## config.mk

```make
export PLATFORM = sky130hd
export DESIGN_NAME = angle_sample_qualifier_speed_est
export DESIGN_NICKNAME = d
export VERILOG_FILES = /design/src/sv/asq_pkg.sv /design/src/sv/angle_sample_qualifier_speed_est.sv
export SDC_FILE = /design/constraint.sdc
export NUM_CORES = 2
export LEC_CHECK = 0
export BUFFER_PORTS_ARGS = -buffer_cell sky130_fd_sc_hd__buf_4
export CAP_MARGIN = 20
export CORE_MARGIN = 2
export CORE_UTILIZATION = 60
export CTS_CLUSTER_DIAMETER = 150
export DETAILED_ROUTE_END_ITERATION = 6
export PLACE_DENSITY_LB_ADDON = 0.05
export SYNTH_ARGS = -nofsm -noshare
export SYNTH_HDL_FRONTEND = slang
export SYNTH_SLANG_ARGS = --single-unit
export TNS_END_PERCENT = 50
```

## constraint.sdc

```tcl
create_clock -name clk -period 21.1 [get_ports clk]
set_clock_uncertainty 0.1 [all_clocks]
set_input_delay 6.33 -clock clk [delete_from_list [all_inputs] [get_ports clk]]
set_output_delay 6.33 -clock clk [all_outputs]
set_load 0.005 [all_outputs]
```

## src/sv/asq_pkg.sv

```systemverilog
// Shared types, constants and helper functions for the angle sample
// qualifier. No dependencies.
`timescale 1ns / 1ps

package asq_pkg;

    // Angle format
    localparam int ANG_W = 14;
    localparam int CPT   = 16384;
    localparam logic signed [14:0] HALF_TURN = 15'sd8192;
    localparam logic signed [14:0] FULL_TURN = 15'sd16384;

    // Jump limit table
    localparam int LIM_W   = 13;
    localparam int DT_MAX  = 25;
    localparam int VALID_AGE_MS = 200;

    // Speed fixed point
    localparam int SPEED_W = 18;
    localparam int NUM_W   = 23;            // |diff| * 1000 fits here
    localparam logic [16:0] SPEED_MAX  = 17'd78227;
    localparam logic [17:0] SPEED_ZERO = 18'd130;
    localparam logic [19:0] RECIP5     = 20'd838861;   // ceil(2^22 / 5)
    localparam int RECIP_SH = 22;

    // Configuration register indexes
    localparam logic [2:0] REG_BOOT_WIN   = 3'd0;
    localparam logic [2:0] REG_BOOT_CNT   = 3'd1;
    localparam logic [2:0] REG_REC_WIN    = 3'd2;
    localparam logic [2:0] REG_REC_CNT    = 3'd3;
    localparam logic [2:0] REG_REC_AGE    = 3'd4;
    localparam logic [2:0] REG_SPD_RESET  = 3'd5;
    localparam logic [2:0] REG_SPD_WINDOW = 3'd6;
    localparam logic [2:0] REG_ZERO_LEVEL = 3'd7;

    typedef enum logic [2:0] {
        OC_REJECT = 3'd0,
        OC_FIRST  = 3'd1,
        OC_RETRY  = 3'd2,
        OC_RESYNC = 3'd3,
        OC_BOOT   = 3'd4
    } outcome_t;

    typedef logic [LIM_W-1:0] lim_tab_t [0:DT_MAX];

    // floor(CPT*d*60000/6283185)+4, at least 8, d clamped to 1..25
    function automatic lim_tab_t lim_table();
        lim_tab_t t;
        longint unsigned v;
        int unsigned d;
        for (int i = 0; i <= DT_MAX; i++)
        begin
            d = (i == 0) ? 1 : i;
            v = (longint'(CPT) * d * 60000) / 6283185 + 4;
            if (v < 8)
            begin
                v = 8;
            end
            t[i] = LIM_W'(v);
        end
        return t;
    endfunction

    localparam lim_tab_t JUMP_LIM = lim_table();

    // Wrap-aware angle difference a - b
    function automatic logic signed [14:0] wrap_diff(logic [ANG_W-1:0] a,
                                                     logic [ANG_W-1:0] b);
        logic signed [14:0] d;
        d = $signed({1'b0, a}) - $signed({1'b0, b});
        if (d > HALF_TURN)
        begin
            d = d - FULL_TURN;
        end
        else if (d < -HALF_TURN)
        begin
            d = d + FULL_TURN;
        end
        return d;
    endfunction

    function automatic logic [ANG_W-1:0] diff_mag(logic signed [14:0] d);
        logic [14:0] m;
        m = d[14] ? 15'(-d) : 15'(d);
        return m[ANG_W-1:0];
    endfunction

    // |wrap_diff(a, b)| <= lim
    function automatic logic near(logic [ANG_W-1:0] a, logic [ANG_W-1:0] b,
                                  logic [ANG_W-1:0] lim);
        logic signed [14:0] d;
        logic [14:0] m;
        d = wrap_diff(a, b);
        m = d[14] ? 15'(-d) : 15'(d);
        return m <= {1'b0, lim};
    endfunction

    // Jump to near zero from well above zero that is also far away
    function automatic logic glitch_far(logic [ANG_W-1:0] x, logic [ANG_W-1:0] prev,
                                        logic [ANG_W-1:0] zlev, logic [ANG_W-1:0] lim);
        return (x <= zlev) && (prev > zlev) && !near(x, prev, lim);
    endfunction

endpackage

```

## src/sv/angle_sample_qualifier_speed_est.sv

```systemverilog
// Angle sample qualifier with speed estimator, single module.
// Depends on asq_pkg.
`timescale 1ns / 1ps

// One word in gives one word out. A word passes through take, evaluate and
// output when no speed update is due, and through take, evaluate, 23 steps
// of a bit-serial restoring divider for rate = diff*1000/window_ms, filter
// and output when one is. The input is taken only while idle; the output
// register lets a finished word wait for the sink while the next word is
// taken. The outcome code rides on m_axis_tuser with angle_valid.
// Configuration writes belong to idle periods.
module angle_sample_qualifier_speed_est #(
    parameter int TIME_BITS = 32
) (
    input  logic        clk,
    input  logic        rst_n,
    // slave stream
    input  logic        s_axis_tvalid,
    output logic        s_axis_tready,
    input  logic [63:0] s_axis_tdata,   // angle_sample[13:0], retry_sample[27:14],
                                        // time_ms[59:28], zero[63:60]
    input  logic [1:0]  s_axis_tuser,   // read_ok[0], retry_ok[1]
    // master stream
    output logic        m_axis_tvalid,
    input  logic        m_axis_tready,
    output logic [95:0] m_axis_tdata,   // angle[13:0], received_angle[27:14],
                                        // speed[45:28], bad_frame_count[77:46],
                                        // drop_count[93:78], zero[95:94]
    output logic [3:0]  m_axis_tuser,   // outcome[2:0], angle_valid[3]
    // configuration
    input  logic        cfg_we,
    input  logic [2:0]  cfg_index,
    input  logic [15:0] cfg_data
);

    localparam int TB = TIME_BITS;
    localparam int AW = asq_pkg::ANG_W;
    localparam int SW = asq_pkg::SPEED_W;
    localparam int NW = asq_pkg::NUM_W;

    typedef enum logic [4:0] {
        S_IDLE = 5'b00001,
        S_EVAL = 5'b00010,
        S_DIV  = 5'b00100,
        S_EMA  = 5'b01000,
        S_DONE = 5'b10000
    } state_t;

    // configuration registers
    logic [7:0]    bmw_reg, bmc_reg, rmw_reg, rmc_reg;
    logic [15:0]   rma_reg, srm_reg, swm_reg;
    logic [AW-1:0] zgl_reg;

    // captured input word
    logic          in_rok_reg, in_tok_reg;
    logic [AW-1:0] in_a_reg, in_ra_reg;
    logic [TB-1:0] in_now_reg;

    // qualifier and estimator state
    state_t                state_reg, state_next;
    logic                  started_reg, started_next;
    logic [AW-1:0]         prev_angle_reg, prev_angle_next;
    logic [TB-1:0]         prev_time_reg, prev_time_next;
    logic [AW-1:0]         win_angle_reg, win_angle_next;
    logic [TB-1:0]         win_time_reg, win_time_next;
    logic                  boot_valid_reg, boot_valid_next;
    logic [AW-1:0]         boot_angle_reg, boot_angle_next;
    logic [7:0]            boot_cnt_reg, boot_cnt_next;
    logic                  rec_valid_reg, rec_valid_next;
    logic [AW-1:0]         rec_angle_reg, rec_angle_next;
    logic [7:0]            rec_cnt_reg, rec_cnt_next;
    logic signed [SW-1:0]  acc_reg, acc_next;
    logic [TB-1:0]         lct_reg, lct_next;
    logic                  have_reg, have_next;
    logic [AW-1:0]         acc_angle_reg, acc_angle_next;
    logic [AW-1:0]         last_rx_reg, last_rx_next;
    logic [31:0]           bad_reg, bad_next;
    logic [15:0]           drops_reg, drops_next;
    asq_pkg::outcome_t     oc_reg, oc_next;

    // serial divider
    logic [TB-1:0] div_rem_reg, div_rem_next;
    logic [NW-1:0] div_num_reg, div_num_next;
    logic [TB-1:0] div_den_reg, div_den_next;
    logic          div_neg_reg, div_neg_next;
    logic [4:0]    div_cnt_reg, div_cnt_next;

    // output register
    logic          out_valid_reg;
    logic [95:0]   out_tdata_reg;
    logic [3:0]    out_tuser_reg;

    // time differences and limits
    logic [TB-1:0]       age, dt, wdt, out_age;
    logic [4:0]          lim_idx;
    logic [AW-1:0]       lim, lim25;
    logic [TB-1:0]       srm_ext, swm_ext, rma_ext;

    assign age     = in_now_reg - lct_reg;
    assign dt      = in_now_reg - prev_time_reg;
    assign wdt     = in_now_reg - win_time_reg;
    assign out_age = in_now_reg - lct_reg;
    assign srm_ext = TB'(srm_reg);
    assign swm_ext = TB'(swm_reg);
    assign rma_ext = TB'(rma_reg);
    assign lim_idx = (dt == '0) ? 5'd1 :
                     ((dt > TB'(asq_pkg::DT_MAX)) ? 5'(asq_pkg::DT_MAX) : dt[4:0]);
    assign lim     = AW'(asq_pkg::JUMP_LIM[lim_idx]);
    assign lim25   = AW'(asq_pkg::JUMP_LIM[asq_pkg::DT_MAX]);

    // divider step
    logic [TB:0] rem_sh, rem_new;
    logic        q_bit;
    assign rem_sh  = {div_rem_reg, div_num_reg[NW-1]};
    assign q_bit   = rem_sh >= {1'b0, div_den_reg};
    assign rem_new = q_bit ? (rem_sh - {1'b0, div_den_reg}) : rem_sh;

    // EMA of the saturated window rate
    logic [16:0]          rate_mag;
    logic signed [19:0]   rate_s, acc_w, ema_sum;
    logic [19:0]          ema_mag;
    logic [17:0]          ema_q;
    logic signed [SW-1:0] ema_res;
    assign rate_mag = (div_num_reg > NW'(asq_pkg::SPEED_MAX)) ? asq_pkg::SPEED_MAX
                                                              : div_num_reg[16:0];
    assign rate_s   = div_neg_reg ? -$signed({3'b000, rate_mag}) : $signed({3'b000, rate_mag});
    assign acc_w    = 20'(acc_reg);
    assign ema_sum  = rate_s + acc_w + (acc_w <<< 1);
    assign ema_mag  = ema_sum[19] ? 20'(-ema_sum) : 20'(ema_sum);
    assign ema_q    = ema_mag[19:2];
    assign ema_res  = ema_sum[19] ? -$signed(ema_q) : $signed(ema_q);

    // decay by 4/5 on a bad frame, cleared when small
    logic [17:0]          acc_mag, dec_q;
    logic [39:0]          dec_prod;
    logic signed [SW-1:0] dec_res;
    assign acc_mag  = acc_reg[SW-1] ? 18'(-acc_reg) : 18'(acc_reg);
    assign dec_prod = 40'({acc_mag, 2'b00}) * 40'(asq_pkg::RECIP5);
    assign dec_q    = dec_prod[asq_pkg::RECIP_SH +: 18];
    assign dec_res  = (dec_q <= asq_pkg::SPEED_ZERO) ? '0 :
                      (acc_reg[SW-1] ? -$signed(dec_q) : $signed(dec_q));

    // qualification checks on the captured word
    logic       boot_match, rec_match, rec_block, ok_first, ok_retry;
    logic [7:0] boot_inc, rec_inc;
    assign boot_match = boot_valid_reg &&
                        asq_pkg::near(in_a_reg, boot_angle_reg, AW'(bmw_reg));
    assign boot_inc   = (boot_cnt_reg == 8'hFF) ? 8'hFF : boot_cnt_reg + 8'd1;
    assign rec_match  = rec_valid_reg &&
                        asq_pkg::near(in_ra_reg, rec_angle_reg, AW'(rmw_reg));
    assign rec_inc    = (rec_cnt_reg == 8'hFF) ? 8'hFF : rec_cnt_reg + 8'd1;
    assign rec_block  = (age < rma_ext) ||
                        asq_pkg::glitch_far(in_ra_reg, prev_angle_reg, zgl_reg, lim25);
    assign ok_first   = (dt > srm_ext) ||
                        (asq_pkg::near(in_a_reg, prev_angle_reg, lim) &&
                         !asq_pkg::glitch_far(in_a_reg, prev_angle_reg, zgl_reg, lim));
    assign ok_retry   = asq_pkg::near(in_ra_reg, prev_angle_reg, lim) &&
                        !asq_pkg::glitch_far(in_ra_reg, prev_angle_reg, zgl_reg, lim);

    // next-state logic
    always_comb
    begin
        logic              do_take;
        logic              do_bad;
        logic              restart;
        logic [AW-1:0]     take_x;
        logic [AW-1:0]     wd_mag;
        asq_pkg::outcome_t oc;

        do_take = 1'b0;
        do_bad  = 1'b0;
        restart = 1'b0;
        take_x  = in_a_reg;
        wd_mag  = '0;
        oc      = asq_pkg::OC_REJECT;

        state_next      = state_reg;
        started_next    = started_reg;
        prev_angle_next = prev_angle_reg;
        prev_time_next  = prev_time_reg;
        win_angle_next  = win_angle_reg;
        win_time_next   = win_time_reg;
        boot_valid_next = boot_valid_reg;
        boot_angle_next = boot_angle_reg;
        boot_cnt_next   = boot_cnt_reg;
        rec_valid_next  = rec_valid_reg;
        rec_angle_next  = rec_angle_reg;
        rec_cnt_next    = rec_cnt_reg;
        acc_next        = acc_reg;
        lct_next        = lct_reg;
        have_next       = have_reg;
        acc_angle_next  = acc_angle_reg;
        last_rx_next    = last_rx_reg;
        bad_next        = bad_reg;
        drops_next      = drops_reg;
        oc_next         = oc_reg;
        div_rem_next    = div_rem_reg;
        div_num_next    = div_num_reg;
        div_den_next    = div_den_reg;
        div_neg_next    = div_neg_reg;
        div_cnt_next    = div_cnt_reg;

        case (state_reg)
            S_IDLE:
            begin
                if (s_axis_tvalid)
                begin
                    state_next = S_EVAL;
                end
            end

            S_EVAL:
            begin
                state_next = S_DONE;
                // decide the outcome
                if (!in_rok_reg)
                begin
                    do_bad = 1'b1;
                end
                else
                begin
                    last_rx_next = in_a_reg;
                    if (!started_reg)
                    begin
                        boot_angle_next = in_a_reg;
                        boot_valid_next = 1'b1;
                        if (!boot_match)
                        begin
                            boot_cnt_next = 8'd1;
                            do_bad        = 1'b1;
                        end
                        else
                        begin
                            boot_cnt_next = boot_inc;
                            if (boot_inc >= bmc_reg)
                            begin
                                do_take = 1'b1;
                                oc      = asq_pkg::OC_BOOT;
                            end
                            else
                            begin
                                do_bad = 1'b1;
                            end
                        end
                    end
                    else if (ok_first)
                    begin
                        do_take = 1'b1;
                        oc      = asq_pkg::OC_FIRST;
                    end
                    else if (in_tok_reg)
                    begin
                        last_rx_next = in_ra_reg;
                        take_x       = in_ra_reg;
                        if (ok_retry)
                        begin
                            do_take = 1'b1;
                            oc      = asq_pkg::OC_RETRY;
                        end
                        else if (rec_block)
                        begin
                            rec_valid_next = 1'b0;
                            rec_cnt_next   = 8'd0;
                            do_bad         = 1'b1;
                        end
                        else if (!rec_match)
                        begin
                            rec_angle_next = in_ra_reg;
                            rec_cnt_next   = 8'd1;
                            rec_valid_next = 1'b1;
                            do_bad         = 1'b1;
                        end
                        else
                        begin
                            rec_angle_next = in_ra_reg;
                            rec_cnt_next   = rec_inc;
                            if (rec_inc >= rmc_reg)
                            begin
                                restart = 1'b1;
                                do_take = 1'b1;
                                oc      = asq_pkg::OC_RESYNC;
                            end
                            else
                            begin
                                do_bad = 1'b1;
                            end
                        end
                    end
                    else
                    begin
                        do_bad = 1'b1;
                    end
                end

                // accept an angle
                if (do_take)
                begin
                    if (started_reg && !restart)
                    begin
                        if (dt != '0 && dt <= srm_ext)
                        begin
                            if (wdt >= swm_ext && wdt != '0)
                            begin
                                wd_mag         = asq_pkg::diff_mag(
                                                     asq_pkg::wrap_diff(take_x, win_angle_reg));
                                div_neg_next   = asq_pkg::wrap_diff(take_x, win_angle_reg) < 0;
                                div_num_next   = NW'(wd_mag) * NW'(1000);
                                div_rem_next   = '0;
                                div_den_next   = wdt;
                                div_cnt_next   = 5'(NW - 1);
                                win_angle_next = take_x;
                                win_time_next  = in_now_reg;
                                state_next     = S_DIV;
                            end
                        end
                        else if (dt > srm_ext)
                        begin
                            acc_next       = '0;
                            win_angle_next = take_x;
                            win_time_next  = in_now_reg;
                        end
                    end
                    else
                    begin
                        started_next   = 1'b1;
                        acc_next       = '0;
                        win_angle_next = take_x;
                        win_time_next  = in_now_reg;
                    end
                    prev_angle_next = take_x;
                    prev_time_next  = in_now_reg;
                    rec_valid_next  = 1'b0;
                    rec_cnt_next    = 8'd0;
                    drops_next      = 16'd0;
                    acc_angle_next  = take_x;
                    lct_next        = in_now_reg;
                    have_next       = 1'b1;
                end

                // count a bad frame
                if (do_bad)
                begin
                    if (bad_reg != 32'hFFFF_FFFF)
                    begin
                        bad_next = bad_reg + 32'd1;
                    end
                    if (drops_reg != 16'hFFFF)
                    begin
                        drops_next = drops_reg + 16'd1;
                    end
                    acc_next = dec_res;
                end
                oc_next = oc;
            end

            S_DIV:
            begin
                div_rem_next = rem_new[TB-1:0];
                div_num_next = {div_num_reg[NW-2:0], q_bit};
                div_cnt_next = div_cnt_reg - 5'd1;
                if (div_cnt_reg == 5'd0)
                begin
                    state_next = S_EMA;
                end
            end

            S_EMA:
            begin
                acc_next   = ema_res;
                state_next = S_DONE;
            end

            S_DONE:
            begin
                if (!out_valid_reg || m_axis_tready)
                begin
                    state_next = S_IDLE;
                end
            end

            default:
            begin
                state_next = S_IDLE;
            end
        endcase
    end

    // state registers
    always_ff @(posedge clk or negedge rst_n)
    begin
        if (!rst_n)
        begin
            state_reg      <= S_IDLE;
            started_reg    <= 1'b0;
            prev_angle_reg <= '0;
            prev_time_reg  <= '0;
            win_angle_reg  <= '0;
            win_time_reg   <= '0;
            boot_valid_reg <= 1'b0;
            boot_angle_reg <= '0;
            boot_cnt_reg   <= '0;
            rec_valid_reg  <= 1'b0;
            rec_angle_reg  <= '0;
            rec_cnt_reg    <= '0;
            acc_reg        <= '0;
            lct_reg        <= '0;
            have_reg       <= 1'b0;
            acc_angle_reg  <= '0;
            last_rx_reg    <= '0;
            bad_reg        <= '0;
            drops_reg      <= '0;
            oc_reg         <= asq_pkg::OC_REJECT;
            div_cnt_reg    <= '0;
        end
        else
        begin
            state_reg      <= state_next;
            started_reg    <= started_next;
            prev_angle_reg <= prev_angle_next;
            prev_time_reg  <= prev_time_next;
            win_angle_reg  <= win_angle_next;
            win_time_reg   <= win_time_next;
            boot_valid_reg <= boot_valid_next;
            boot_angle_reg <= boot_angle_next;
            boot_cnt_reg   <= boot_cnt_next;
            rec_valid_reg  <= rec_valid_next;
            rec_angle_reg  <= rec_angle_next;
            rec_cnt_reg    <= rec_cnt_next;
            acc_reg        <= acc_next;
            lct_reg        <= lct_next;
            have_reg       <= have_next;
            acc_angle_reg  <= acc_angle_next;
            last_rx_reg    <= last_rx_next;
            bad_reg        <= bad_next;
            drops_reg      <= drops_next;
            oc_reg         <= oc_next;
            div_cnt_reg    <= div_cnt_next;
        end
    end

    // divider datapath and input capture
    always_ff @(posedge clk)
    begin
        div_rem_reg <= div_rem_next;
        div_num_reg <= div_num_next;
        div_den_reg <= div_den_next;
        div_neg_reg <= div_neg_next;
        if (s_axis_tvalid && s_axis_tready)
        begin
            in_rok_reg <= s_axis_tuser[0];
            in_tok_reg <= s_axis_tuser[1];
            in_a_reg   <= s_axis_tdata[13:0];
            in_ra_reg  <= s_axis_tdata[27:14];
            in_now_reg <= s_axis_tdata[28 +: TB];
        end
    end

    // configuration writes
    always_ff @(posedge clk or negedge rst_n)
    begin
        if (!rst_n)
        begin
            bmw_reg <= 8'd8;
            bmc_reg <= 8'd2;
            rmw_reg <= 8'd12;
            rmc_reg <= 8'd4;
            rma_reg <= 16'd30;
            srm_reg <= 16'd100;
            swm_reg <= 16'd20;
            zgl_reg <= 14'd16;
        end
        else if (cfg_we)
        begin
            case (cfg_index)
                asq_pkg::REG_BOOT_WIN:   bmw_reg <= cfg_data[7:0];
                asq_pkg::REG_BOOT_CNT:   bmc_reg <= cfg_data[7:0];
                asq_pkg::REG_REC_WIN:    rmw_reg <= cfg_data[7:0];
                asq_pkg::REG_REC_CNT:    rmc_reg <= cfg_data[7:0];
                asq_pkg::REG_REC_AGE:    rma_reg <= cfg_data;
                asq_pkg::REG_SPD_RESET:  srm_reg <= cfg_data;
                asq_pkg::REG_SPD_WINDOW: swm_reg <= cfg_data;
                asq_pkg::REG_ZERO_LEVEL: zgl_reg <= cfg_data[13:0];
                default:                 zgl_reg <= zgl_reg;
            endcase
        end
    end

    // output register
    logic              ang_valid;
    logic [SW-1:0]     spd_out;
    assign ang_valid = have_reg && (out_age <= TB'(asq_pkg::VALID_AGE_MS));
    assign spd_out   = ang_valid ? acc_reg : '0;

    always_ff @(posedge clk or negedge rst_n)
    begin
        if (!rst_n)
        begin
            out_valid_reg <= 1'b0;
        end
        else if (state_reg == S_DONE && (!out_valid_reg || m_axis_tready))
        begin
            out_valid_reg <= 1'b1;
        end
        else if (m_axis_tready)
        begin
            out_valid_reg <= 1'b0;
        end
    end

    always_ff @(posedge clk)
    begin
        if (state_reg == S_DONE && (!out_valid_reg || m_axis_tready))
        begin
            out_tdata_reg <= {2'b00, drops_reg, bad_reg, spd_out, last_rx_reg, acc_angle_reg};
            out_tuser_reg <= {ang_valid, oc_reg};
        end
    end

    assign s_axis_tready = (state_reg == S_IDLE);
    assign m_axis_tvalid = out_valid_reg;
    assign m_axis_tdata  = out_tdata_reg;
    assign m_axis_tuser  = out_tuser_reg;

endmodule
```

==> flow_summary.ini <==
[synth]
yosys_warnings = 0
synth-simple-area-share_pct = 14.5
synth_cell_types = 109
synth_compound_area_share_pct = 15.3
most_common_cell_in_the_netlist = sky130_fd_sc_hd__inv_1
synth_top_family_by_area = adder cells
synth.cell_area_um2 = 46900
synthMuxAreaShare_pct = 4.09
ys_seq_area_share_pct = 33.4
synth_area_per_cell_um2 = 9.54
synthArstFlopShare_pct = 56.9
synth-edff-count = 248
leading_cell_types_by_total_area_after_synthesis = sky130_fd_sc_hd__dfrtp_1 (17%), sky130_fd_sc_hd__edfxtp_1 (16%), sky130_fd_sc_hd__ha_1 (14%)
postSynthRegisterBits = 576
synthesis.instances = 4917
synth_top_cell_by_area = sky130_fd_sc_hd__dfrtp_1
synthXorXnorAreaFrac_pct = 5.87
post-synth-top-area-fraction_pct = 16.6
synth_adder_area_share_pct = 21.0
synth_common_cells = sky130_fd_sc_hd__inv_1 (599), sky130_fd_sc_hd__ha_1 (527), sky130_fd_sc_hd__nand2_1 (396), sky130_fd_sc_hd__dfrtp_1 (312)
postSynth.topFlopCell = sky130_fd_sc_hd__dfrtp_1

[clocking]
post-cts-setup-buffers = 0
clock_path_buffers = 3
tritoncts = built
clk_transition_reported_paths_ns = 0.06
cts_root_buf = sky130_fd_sc_hd__clkbuf_16
clkLatencyLatePin_ns = 0.63
tritoncts.num_buffers = 67
h_tree_lvls = 3
cts_resized = 0
hold_buffers = 0
cts_num_sinks = 576

[timing]
actual_slew_at_the_worst_max_slew_pin_ns = 1.10
final_slew_viol_count = 0
post-route-min-period_ns = 18.05
setup_viol = 0
achievable-frequency_mhz = 55.4
timing.final.crit_share_pct = 85.5
final_hold_viols = 0
setup-tns-final_ns = 0
max-slew-margin-rel_pct = 26.9
grt_setup_unrepaired = no

[die]
floorplan.die.height_um = 284
initial_utilization_pct = 60.5
floorplan.die_area_um2 = 80400
std_cell_core_area_um2 = 77500
ioPinCount = 192
std_cell_rows = 102
die_width_um = 284

[critical_path]
cp_max_fo = 26
worst_setup_path_start_kind = flop
worst_setup_path_startpoint = in_now_reg[17]
criticalPathCategory = reg -> reg
critPathSlowestCell = sky130_fd_sc_hd__nand4_1
crit_path_max_incr_delay_ns = 0.88
timing.reg2reg.worst_path_depth = 60
capture_point_of_the_worst_path = div_num_reg[22]
worst-endpoint-required_ns = 21.32
ff2ff_setup_slack_ns = 3.05
worstPathArrival_ns = 18.27
crit-reg2reg-launch = in_now_reg[17]
timing.rr.end = div_num_reg[22]
cp-end-kind = flop
worst_path_most_repeated_cell = sky130_fd_sc_hd__a21oi_1

[cells_and_area]
fin_nets = 5873
syn2layout_area_growth_pct = 10.2
n_fill_cell = 6458
antennaDiodeCount = 0
layout-drive-gt1-share_pct = 10.9
multi_input_area_um2 = 28500
number_of_flip_flops_under_the_largest_register_name = 94
ff_latch_area_um2 = 15700

[grt]
largest_net_degree_at_the_start_of_global_routing = 103
grt_pass1_wl_um = 185000
antenna_found_initial = 0
global_route_congestion_overflow_total = 0
grt_pass1_vias = 35000
global_route.usage.total_pct = 28.6

[min_path]
min_path_type = reg -> reg
hold_path_stages = 0

[route]
drt.antenna.violating_nets = 0
wirelength_um = 115000
initialDrtViolationCount = 2368
num_vias = 36300
routed_wire_length_per_instance_um = 18.6
drt-pass1-iter-count = 6
post-route-drc-count = 0
vias_per_cell = 5.87

[placement]
finalWeightedCongestion = 0.919
port-buffer-count = 185
detailed_place_hpwl_um = 88400

[job]
maxCapViolCount = 0

[outcome]
run_status = completed
-- logic make-up after synthesis --
family,after synthesis
xor gates and xnor gates,311
adders and majority gates,690
AOI/OAI and AO/OA,1100
and+or+nand+nor,1351
other,1
muxes,175
buffers and inverters,713
DFF,576
-- cell type report --
class	instances	share of cell area [%]
sequential	576	30.3
inverter	600	4.36
tap	1040	2.52
clock inverter	33	0.610
multi-input combinational	3629	55.2
clock buffer	90	3.67
timing repair buffer	222	3.28
-- worst min path at each step --
stage	start	end	slack [ns]
after floorplan	last_rx_reg[0]	m_axis_tdata[14]	0.32
after global placement	last_rx_reg[11]	m_axis_tdata[25]	0.33
after detailed placement	last_rx_reg[3]	m_axis_tdata[17]	0.33
after CTS	last_rx_reg[3]	m_axis_tdata[17]	0.35
after global routing	oc_reg[2]	m_axis_tuser[2]	0.36
final	last_rx_reg[3]	m_axis_tdata[17]	0.35
-- layer usage --
layer / global-route usage, % / share of wire (%) / vias up
met5: 0 / 0 / -
met4: 8.58 / 3.0 / 0
met3: 3.73 / 4.9 / 180
met2: 46.6 / 46 / 817
met1: 40.1 / 46 / 17500
li1: - / - / 17800
-- critical path: cells and delay by family (launching register included) --
kind | cells | cell delay [ns]
AO/OA/AOI/OAI | 27 | 5.10
buffers and inverters | 3 | 0.58
adder cells (fa/ha/maj) | 9 | 3.85
flip-flops | 1 | 0.50
XOR/XNOR | 3 | 0.60
AND/OR/NAND/NOR | 15 | 5.49
multiplexers | 3 | 1.53
-- through the flow --
stage               instances  hold slack, ns  setup slack, ns  utilization (%)  instance area (um^2)
finish                   6190           0.348             3.05             66.7                 51700
global route             6190           0.362             1.74             66.7                 51700
global placement         6064           0.328             3.47             63.8                 49400
detailed placement       6064           0.334             3.36             63.8                 49400
CTS                      6187           0.348             3.27             66.7                 51600
floorplan                4918           0.325             6.46                -                 46900
-- cell usage in the layout (no fill, tap or decap), drive strengths merged, types with 55 or more instances in the layout --
cell type,instances
inv,606
ha,527
nand2,397
dfrtp,312
o21ai,300
nor2,287
a21oi,258
edfxtp,248
buf,221
xnor2,194
fa,160
mux2,134
xor2,115
nand3,103
a21o,101
nor3,98
clkbuf,91
nand4,63
nand2b,55
Power is not shown: default switching activity piles up to over one toggle a cycle in this logic, so the estimate is an artifact.
